File: src/design/fct_pkg.sv
// Types, constants and command codes for the frustum cull unit
package fct_pkg;

	localparam int NUM_PLANES_DEF = 6;
	localparam int MAX_PLANES     = 6;

	localparam int CMD_W    = 2;
	localparam int COORD_W  = 24;
	localparam int RADIUS_W = 23;
	localparam int NORM_W   = 12;
	localparam int OFFS_W   = 28;
	localparam int PLANE_W  = 64;
	localparam int CFG_IDX_W = 3;

	// plane register layout
	localparam int NORM_LSB = 0;
	localparam int OFFS_LSB = 36;
	localparam int FRAC_ALIGN = 10;

	localparam int PROD_W = NORM_W + COORD_W;   // 36
	localparam int PSUM_W = PROD_W + 2;         // 38
	localparam int ACC_W  = PSUM_W + 2;         // 40

	typedef enum logic [CMD_W-1:0] {
		CMD_POINT  = 2'd0,
		CMD_SPHERE = 2'd1,
		CMD_BOX    = 2'd2,
		CMD_NONE   = 2'd3
	} cmd_e;

	typedef logic signed [COORD_W-1:0] coord_t;
	typedef logic [RADIUS_W-1:0]       radius_t;
	typedef logic signed [NORM_W-1:0]  norm_t;
	typedef logic signed [OFFS_W-1:0]  offs_t;
	typedef logic [PLANE_W-1:0]        plane_t;
	typedef logic signed [PROD_W-1:0]  prod_t;
	typedef logic signed [PSUM_W-1:0]  psum_t;
	typedef logic signed [ACC_W-1:0]   acc_t;

	// load enables of the three arithmetic stages
	typedef struct packed {
		logic s1;
		logic s2;
		logic s3;
	} stage_en_t;

endpackage

File: src/design/fct_plane_regs.sv
// Plane register bank, written through the configuration channel
module fct_plane_regs #(
	parameter int NUM_PLANES = fct_pkg::NUM_PLANES_DEF
) (
	input  logic                          clk,
	input  logic                          arst_n,
	input  logic                          wr_en,
	input  logic [fct_pkg::CFG_IDX_W-1:0] wr_index,
	input  fct_pkg::plane_t               wr_data,
	output fct_pkg::plane_t [NUM_PLANES-1:0] planes
);
	import fct_pkg::*;

	plane_t [NUM_PLANES-1:0] plane_q;

	// indexes past the last plane fall through untouched
	always_ff @(posedge clk or negedge arst_n) begin
		if (!arst_n) begin
			plane_q <= '0;
		end else if (wr_en) begin
			for (int i = 0; i < NUM_PLANES; i++) begin
				if (wr_index == CFG_IDX_W'(i)) begin
					plane_q[i] <= wr_data;
				end
			end
		end
	end

	assign planes = plane_q;

endmodule

File: config.mk
export PLATFORM = sky130hd
export DESIGN_NAME = fct_plane_regs
export DESIGN_NICKNAME = d
export VERILOG_FILES = /design/src/design/fct_pkg.sv /design/src/design/fct_plane_regs.sv
export SDC_FILE = /design/constraint.sdc
export NUM_CORES = 1
export LEC_CHECK = 0
export ABC_AREA = 1
export BUFFER_PORTS_ARGS = -buffer_cell sky130_fd_sc_hd__buf_2
export CELL_PAD_IN_SITES_DETAIL_PLACEMENT = 2
export CELL_PAD_IN_SITES_GLOBAL_PLACEMENT = 2
export CORE_MARGIN = 4
export CORE_UTILIZATION = 23
export DETAILED_ROUTE_END_ITERATION = 12
export PLACE_DENSITY_LB_ADDON = 0.25
export SETUP_SLACK_MARGIN = 0.05
export SYNTH_ARGS = -nofsm -noshare
export SYNTH_HDL_FRONTEND = slang
export SYNTH_SLANG_ARGS = --single-unit
File: constraint.sdc
create_clock -name clk -period 0.9 [get_ports clk]
set_input_delay 0.09 -clock clk [delete_from_list [all_inputs] [get_ports clk]]
set_output_delay 0.09 -clock clk [all_outputs]
set_load 0.05 [all_outputs]
==> impl_metrics.csv <==
group,metric,value,unit
route,wl,78200,um
yosys,ys_ff_latch,384,
placed_design,gp_congestion,0.776,
clock_network,cts_sinks,384,
sta,hold_slack,-0.0234,ns
yosys,mappedNetlistArea,14800,sq um
hold_path,min_path_type,"input port to asynchronous set/reset pin",
outcome,violations,"negative hold slack, negative setup slack",
global_route,grt_antenna_before_repair,3,
yosys,synth_edf_count,0,
global_route,gr-total-overflow,0,
setup_path,crit_arrival,1.22,ns
global_route,grt_pass1_vias,16700,
route,vias,15200,
sta,fmaxAchievable,766,MHz
route,antenna_left,0,
sta,finalMaxSlewViolations,0,
final_layout,drive_above_1_share,35.9,%
die,die-width,262,um
route,wl_per_cell,23.5,um
final_layout,area_delta_synth_final,71.6,%
setup_path,worstSetupPathType,"flip-flop to output pin",
route,first_iter_violations,703,
setup_path,slowest_stage,"dfrtp_1",
yosys,ys.flop_type,"dfrtp_1",
sta,rsz0062_at_grt,"true",
sta,slew_headroom,76.2,%
setup_path,path_cells,"buf_6",
power_and_ir_drop,power_density,2820,nW/um^2
sta,min_period,1.31,ns
sta,setup_violations,389,
clock_network,clk_pin_slew,0.06,ns
setup_path,start_kind,"flip-flop",
die,fp.dieH,262,um
sta,final_hold_viol_count,1,
setup_path,cp_num_buf_inv,1,
route,first_pass_iters,5,
yosys,synth_top_area_cell,"dfrtp_1",
yosys,synthTopCellsByArea,"dfrtp_1, nand2_1, nand3_1, buf_2, clkbuf_1",
outcome,status,"finished with violations",
power_and_ir_drop,clkPwrFrac,26.5,%
clock_network,cts_hold_buf,65,
clock_network,tritoncts,"yes",
final_layout,fin_cells,3328,
setup_path,worstPathRequired,0.81,ns
die,num_rows,92,
placed_design,dp_slack,-0.400,ns
power_and_ir_drop,swShare,40.7,%
global_route,grt_pass1_wl,110000,um
sta,worst_pin_slew,0.358,ns
yosys,yosysWarnings,0,
route,vias_per_cell,4.56,
yosys,postSynthCellCount,1662,
clock_network,cts_buffer_depth,3,
final_layout,fin_nets,2517,
yosys,yosysTopAreaCellShare,64.9,%
clock_network,cts-buffers-inserted,48,
yosys,synth-seq-area-share,64.9,%
setup_path,critPathTopFamily,"flip-flops",
clock_network,root_buffer,"clkbuf_16",
placed_design,dp_hpwl,47700,um
die,die-area,68500,sq um
sta,final.setup.tns,-125.96,ns
final_layout,largest_reg_flops,384,
die,core_region_area,63400,sq um
yosys,synth_common_cells,"nand2_1, dfrtp_1, nand3_1",
placed_design,dp_cells,2927,
yosys,yosysMostFrequentCell,"nand2_1",
global_route,grt_use_total,21.1,%
global_route,grt_max_degree,61,
placed_design,io_buffer_count,453,
yosys,async_reset_ff_share,100,%
power_and_ir_drop,p_seq_share,32.7,%
sta,clock_skew,0,ns
die,io_pins,454,
sta,fin_crit_sh,145,%
flow_run,maxCapViolCount,0,
yosys,ys_types,9,
sta,postLayoutSetupSlackWorst,-0.405,ns
yosys,syn_area_per_cell,8.91,sq um
power_and_ir_drop,vdd_ir_drop_max,1.39,mV
yosys,syn_nets,1732,
power_and_ir_drop,comb_power_share,40.8,%
power_and_ir_drop,leakage,0.0136,uW
route,drc,0,
setup_path,end_kind,"output pin",
die,start_util,23.4,%
power_and_ir_drop,power.internal,42400,uW
power_and_ir_drop,p_switching,29100,uW
clock_network,insertion_delay,0.56,ns
setup_path,slowest_delay,0.44,ns
clock_network,htreeDepth,2,
setup_path,cp_max_fo,2,
final_layout,finish.utilization,40.1,%
final_layout,fillers,6800,
## logic make-up after synthesis
kind of cell,after synthesis,synth area share (%)
and+or+nand+nor,1168,31.8
buffers and inverters,110,3.34
DFF,384,64.9
## what timing repair did
action,CTS,global route
endpoints found under the hold margin,768,9
gates resized for setup,768,46
gates cloned,0,0
pin swaps,0,16
setup endpoints to repair,384,385
buffers inserted,109,142
## metrics by stage
step | hold slack [ns] | power, uW | area (sq um)
3_5_place_dp | -0.0464 | 44200 | 18900
3_3_place_gp | -0.0428 | 43800 | 18900
5_1_grt | -0.0494 | 74600 | 25400
6_report | -0.0234 | 71600 | 25400
4_1_cts | -0.0579 | 69800 | 24200
2_1_floorplan | -0.206 | 36900 | 14800
## power by group through the flow
stage                     sequential (uW)  combinational [uW]  clock, uW
after detailed placement            22800               21400          0
after CTS                           23300               27000      19500
final                               23400               29200      19000
after floorplan                     34000                2960          0
after global placement              22700               21100          0
after global routing                23700               30600      20300
## per-layer routing
metal,part of all wire [%],up-vias,track usage [%]
li1,-,6779,-
met1,38,7841,24.4
met2,52,417,37.9
met3,5.9,155,5.64
met4,4.1,0,7.46
met5,0,-,0
## cell usage in the layout, fill, tap and decap left out, types with 2 or more instances in the layout
cell,n
buf_2,68
nand2_4,6
clkbuf_8,4
dfrtp_2,2
dlygate4sd3_1,65
nor2_4,6
inv_6,3
buf_6,397
clkinv_2,7
inv_1,3
nand2_2,31
buf_12,45
buf_4,263
diode_2,3
clkbuf_1,15
clkbuf_16,49
dfrtp_1,382
nand2_1,869
bufinv_16,3
inv_2,3
nand3_1,256
## layout make-up
| type | count | area, sq um | area share (%) |
|---|---|---|---|
| antenna | 3 | 7.51 | 0.0295 |
| clock buffer | 68 | 1340 | 5.26 |
| clock inverter | 14 | 159 | 0.625 |
| inverter | 6 | 22.5 | 0.0886 |
| multi-input combinational | 1168 | 4870 | 19.2 |
| sequential | 384 | 9610 | 37.8 |
| tap | 846 | 1060 | 4.16 |
| timing repair buffer | 839 | 8350 | 32.9 |
## worst paths after layout
path	startpoint	endpoint	slack [ns]	cells after the start
max in group asynchronous	arst_n	planes[359]	0.19	4
setup reg to reg	planes[339]	planes[339]	-0.05	4
min in group clk	wr_index[0]	planes[38]	0.07	5
hold reg to reg	planes[87]	planes[87]	0.49	2
setup / recovery	planes[225]	planes[225]	-0.41	1
hold / removal	arst_n	planes[27]	-0.02	2
Power figures use the tool's default switching activity.
