<file path="config.mk">
export PLATFORM = sky130hd
export DESIGN_NAME = fct_plane_lane
export DESIGN_NICKNAME = d
export VERILOG_FILES = /design/src/design/fct_pkg.sv /design/src/design/fct_plane_lane.sv
export SDC_FILE = /design/constraint.sdc
export NUM_CORES = 2
export LEC_CHECK = 0
export BUFFER_PORTS_ARGS = -buffer_cell sky130_fd_sc_hd__buf_4
export CORE_MARGIN = 4
export CORE_UTILIZATION = 58
export DETAILED_ROUTE_END_ITERATION = 6
export PLACE_DENSITY_LB_ADDON = 0.08
export SLEW_MARGIN = 20
export SYNTH_ARGS = -nofsm -noshare
export SYNTH_HDL_FRONTEND = slang
export SYNTH_SLANG_ARGS = --single-unit
</file>
<file path="constraint.sdc">
create_clock -name clk -period 9.5 [get_ports clk]
set_input_delay 0 -clock clk [delete_from_list [all_inputs] [get_ports clk]]
set_output_delay 0 -clock clk [all_outputs]
set_load 0.005 [all_outputs]
</file>
<file path="src/design/fct_pkg.sv">
// Types, constants and command codes for the frustum cull unit
package fct_pkg;

	localparam int NUM_PLANES_DEF = 6;
	localparam int MAX_PLANES     = 6;

	localparam int CMD_W    = 2;
	localparam int COORD_W  = 24;
	localparam int RADIUS_W = 23;
	localparam int NORM_W   = 12;
	localparam int OFFS_W   = 28;
	localparam int PLANE_W  = 64;
	localparam int CFG_IDX_W = 3;

	// plane register layout
	localparam int NORM_LSB = 0;
	localparam int OFFS_LSB = 36;
	localparam int FRAC_ALIGN = 10;

	localparam int PROD_W = NORM_W + COORD_W;   // 36
	localparam int PSUM_W = PROD_W + 2;         // 38
	localparam int ACC_W  = PSUM_W + 2;         // 40

	typedef enum logic [CMD_W-1:0] {
		CMD_POINT  = 2'd0,
		CMD_SPHERE = 2'd1,
		CMD_BOX    = 2'd2,
		CMD_NONE   = 2'd3
	} cmd_e;

	typedef logic signed [COORD_W-1:0] coord_t;
	typedef logic [RADIUS_W-1:0]       radius_t;
	typedef logic signed [NORM_W-1:0]  norm_t;
	typedef logic signed [OFFS_W-1:0]  offs_t;
	typedef logic [PLANE_W-1:0]        plane_t;
	typedef logic signed [PROD_W-1:0]  prod_t;
	typedef logic signed [PSUM_W-1:0]  psum_t;
	typedef logic signed [ACC_W-1:0]   acc_t;

	// load enables of the three arithmetic stages
	typedef struct packed {
		logic s1;
		logic s2;
		logic s3;
	} stage_en_t;

endpackage

</file>
<file path="src/design/fct_plane_lane.sv">
// One plane's datapath: corner pick and products, dot sum, offset compare
module fct_plane_lane (
	input  logic                       clk,
	input  fct_pkg::stage_en_t         en,
	input  fct_pkg::plane_t            plane,
	input  fct_pkg::cmd_e              cmd,
	input  fct_pkg::coord_t [2:0]      lo,
	input  fct_pkg::coord_t [2:0]      hi,
	input  fct_pkg::cmd_e              cmd_s2,
	input  fct_pkg::radius_t           radius_s2,
	output logic                       reject_s3
);
	import fct_pkg::*;

	norm_t  n      [3];
	coord_t v      [3];
	prod_t  prod_s1 [3];
	psum_t  psum_s2;
	offs_t  d;
	acc_t   d_acc;
	acc_t   thr;
	acc_t   acc;

	// box: take the corner least aligned with the normal
	always_comb begin
		for (int a = 0; a < 3; a++) begin
			n[a] = $signed(plane[NORM_LSB + NORM_W*a +: NORM_W]);
			if (cmd == CMD_BOX && n[a][NORM_W-1]) begin
				v[a] = $signed(hi[a]);
			end else begin
				v[a] = $signed(lo[a]);
			end
		end
	end

	always_ff @(posedge clk) begin
		if (en.s1) begin
			for (int a = 0; a < 3; a++) begin
				prod_s1[a] <= n[a] * v[a];
			end
		end
	end

	always_ff @(posedge clk) begin
		if (en.s2) begin
			psum_s2 <= PSUM_W'(prod_s1[0]) + PSUM_W'(prod_s1[1]) + PSUM_W'(prod_s1[2]);
		end
	end

	// offset and radius brought to 18 fraction bits
	assign d     = $signed(plane[OFFS_LSB +: OFFS_W]);
	assign d_acc = ACC_W'($signed({d, {FRAC_ALIGN{1'b0}}}));
	assign thr   = (cmd_s2 == CMD_SPHERE) ?
		$signed({{(ACC_W-RADIUS_W-FRAC_ALIGN){1'b0}}, radius_s2, {FRAC_ALIGN{1'b0}}}) :
		'0;
	assign acc   = ACC_W'(psum_s2) + d_acc - thr;

	always_ff @(posedge clk) begin
		if (en.s3) begin
			reject_s3 <= !acc[ACC_W-1] && (acc != '0);
		end
	end

endmodule

</file>
==> flow_metrics.tcl <==
set metrics [dict create \
    worst_pin_slew_ns 0.905 \
    synth-adder-area-share 0.512 \
    port_buffers 239 \
    ctsRootBufferMaster "clkbuf_16" \
    utilization 0.628 \
    hold_violations 0 \
    drtIter0Drc 1529 \
    overflow 0 \
    yosysTopAreaCellShare 0.417 \
    fin_nets 5861 \
    clk_pin_slew_worst_paths_ns 0.07 \
    ys_warn_count 0 \
    final_max_slew_viol_count 0 \
    layout-drive-gt1-share 0.0827 \
    async_flop_share 0 \
    layout_commonest_cell "inv_1" \
    drt-pass1-iter-count 5 \
    clock-sinks 147 \
    cts_tree "done" \
    vias 28737 \
    synth_top_family_by_area "adder cells" \
    final_cell_mix "inv_1 (1072), fa_1 (834), nand2_1 (646)" \
    relSlewSlack 0.379 \
    fin_crit_ns 8.13 \
    yosysUniqueCellTypes 75 \
    cp.arrival_ns 8.31 \
    grt_pass1_wl_um 155000 \
    std_cell_rows 96 \
    synth_compound_area_frac 0.0686 \
    vias_per_cell 5.34 \
    maxCapViolCount 0 \
    synth-simple-area-share 0.140 \
    final-setup-viol-count 0 \
    ys_ff_latch 147 \
    netlist_area_mm2 0.0400 \
    endpoint_kind "flop" \
    gp_congestion 0.870 \
    die_x_um 271 \
    nFillCells 5934 \
    crit_type "primary input to flop" \
    routed_wl_um 91800 \
    netlist_instances 4383 \
    numCtsBuffers 17 \
    initial_core_util 0.585 \
    clk_latency_ns 0.44 \
    grt_setup_unrepaired "no" \
    syn_area_per_cell_um2 9.14 \
    synthMuxAreaShare 0.0207 \
    ys.flop_type "edfxtp_1" \
    clock_skew_ns 0.0108 \
    synth_area_leaders "fa_1 (42%), edfxtp_1 (11%), inv_1 (10%)" \
    status "finished clean" \
    hp-class "primary input to flop" \
    synth_top_area_cell "fa_1" \
    required_ns 9.69 \
    diodes 0 \
    dp_hpwl_um 76400 \
    grt_pass1_vias 30302 \
    fin_area_mm2 0.0430 \
    antenna_found_initial 0 \
    syn_to_final_growth_pct 7.29 \
    core_mm2 0.0685 \
    die_h_um 271 \
    place_area_mm2 0.0424 \
    min_period_over_period 0.855 \
    ios 240 \
    ant_nets 0 \
    synth-xor-area-share 0.0330 \
    cts_buffer_depth 2 \
    crit_fanout 13 \
    grt_max_degree 66 \
    wl_per_cell_um 17.1 \
    drc 0 \
    die_area_mm2 0.0733 \
    fmax_mhz 123 \
    synth_edf_count 147 \
    groute.usage.overall 0.260 \
    ys_seq_area_frac 0.110 \
    synth_nets 5760 \
    cts.htree.levels 4 \
    crit_path_start_kind "primary input" \
    setup_tns_ns 0 \
]
==> worst max-delay path, cell delays in order <==
cell      delay [ns]
buf_4           0.11
nor2b_1         0.69
nand2_1         0.65
mux2i_1         0.88
nand2_1         0.17
fa_1            0.49
fa_1            0.49
inv_1           0.05
fa_1            0.44
fa_1            0.48
inv_1           0.05
fa_1            0.47
inv_1           0.04
ha_1            0.33
a211oi_1        0.30
nor2_1          0.09
or2_1           0.27
o31ai_1         0.53
a211oi_1        0.26
o21ai_1         0.22
a21oi_1         0.12
or4_1           0.42
a31oi_1         0.34
o21ai_1         0.12
a21oi_1         0.18
xnor2_1         0.09
==> routing by layer <==
layer	up-vias	GRT usage	wire (um)
li1	13409	-	-
met4	0	0.0559	1940
met2	690	0.442	45100
met5	-	0	0
met3	121	0.0247	4060
met1	14517	0.369	40700
==> per-stage QoR <==
stage,worst slack [ns],hold WS [ns],instances
6_report,1.37,0.0508,5379
5_1_grt,0.812,0.0637,5379
4_1_cts,1.41,0.0507,5379
3_5_place_dp,0.963,0.198,5346
3_3_place_gp,1.19,0.198,5346
2_1_floorplan,2.57,0.112,4383
==> layout make-up <==
| class | count | area, um2 | area share |
|---|---|---|---|
| clock inverters | 14 | 145 | 0.00338 |
| multi-input cells | 2999 | 31000 | 0.721 |
| inverters | 1072 | 4020 | 0.0937 |
| flip-flops and latches | 147 | 4410 | 0.103 |
| well taps | 882 | 1100 | 0.0257 |
| repair buffers | 247 | 1860 | 0.0432 |
| clock buffers | 18 | 429 | 0.00999 |
==> what timing repair did <==
| action | CTS | global route |
|---|---|---|
| setup endpoints to repair | 0 | 0 |
| buffers inserted | 0 | 0 |
| hold endpoints to repair | 1 | 0 |
| hold buffers | 1 | 0 |
| resized for setup | 0 | 0 |
==> synth_stat cells (all sizes together) (8+ instances only) <==
| cell type | n |
|---|---|
| a31oi | 10 |
| nand2 | 647 |
| o31a | 8 |
| or3 | 10 |
| ha | 304 |
| nor3 | 19 |
| xnor2 | 120 |
| edfxtp | 147 |
| nand3 | 27 |
| nand4 | 21 |
| nor2b | 44 |
| o21a | 24 |
| and3 | 12 |
| mux2 | 70 |
| clkbuf | 162 |
| inv | 1072 |
| and2 | 218 |
| a21o | 60 |
| or2 | 11 |
| a211oi | 18 |
| o21bai | 20 |
| a21oi | 137 |
| nand2b | 34 |
| nor4 | 8 |
| nor2 | 150 |
| xor2 | 31 |
| o211ai | 8 |
| o21ai | 73 |
| o31ai | 10 |
| fa | 834 |
==> cells by family (layout without fill, tap and decap cells) <==
group | Yosys count | count (layout)
xor gates and xnor gates | 151 | 151
muxes | 74 | 74
adders and majority gates | 1138 | 1138
DFF | 147 | 147
and+or+nand+nor | 1217 | 1217
AOI/OAI and AO/OA | 419 | 419
buffers and inverters | 1237 | 1351
==> worst paths after layout <==
| check | end | cells past startpoint | slack (ns) | from |
|---|---|---|---|---|
| setup / recovery | prod_s1[0][71]$_DFFE_PP_ | 26 | 1.37 | cmd[0] |
| hold / removal | psum_s2[15]$_DFFE_PP_ | 1 | 0.05 | en[1] |
| setup reg to reg | reject_s3$_DFFE_PP_ | 15 | 4.98 | psum_s2[31]$_DFFE_PP_ |
| hold reg to reg | psum_s2[1]$_DFFE_PP_ | 2 | 0.75 | prod_s1[0][37]$_DFFE_PP_ |
==> state kept, by name (all words and copies together), names as in the netlist <==
signal	cells
prod_s1	108
psum_s2	38
reject_s3	1
Power is not shown: default switching activity piles up to over one toggle a cycle in this logic, so the estimate is an artifact.
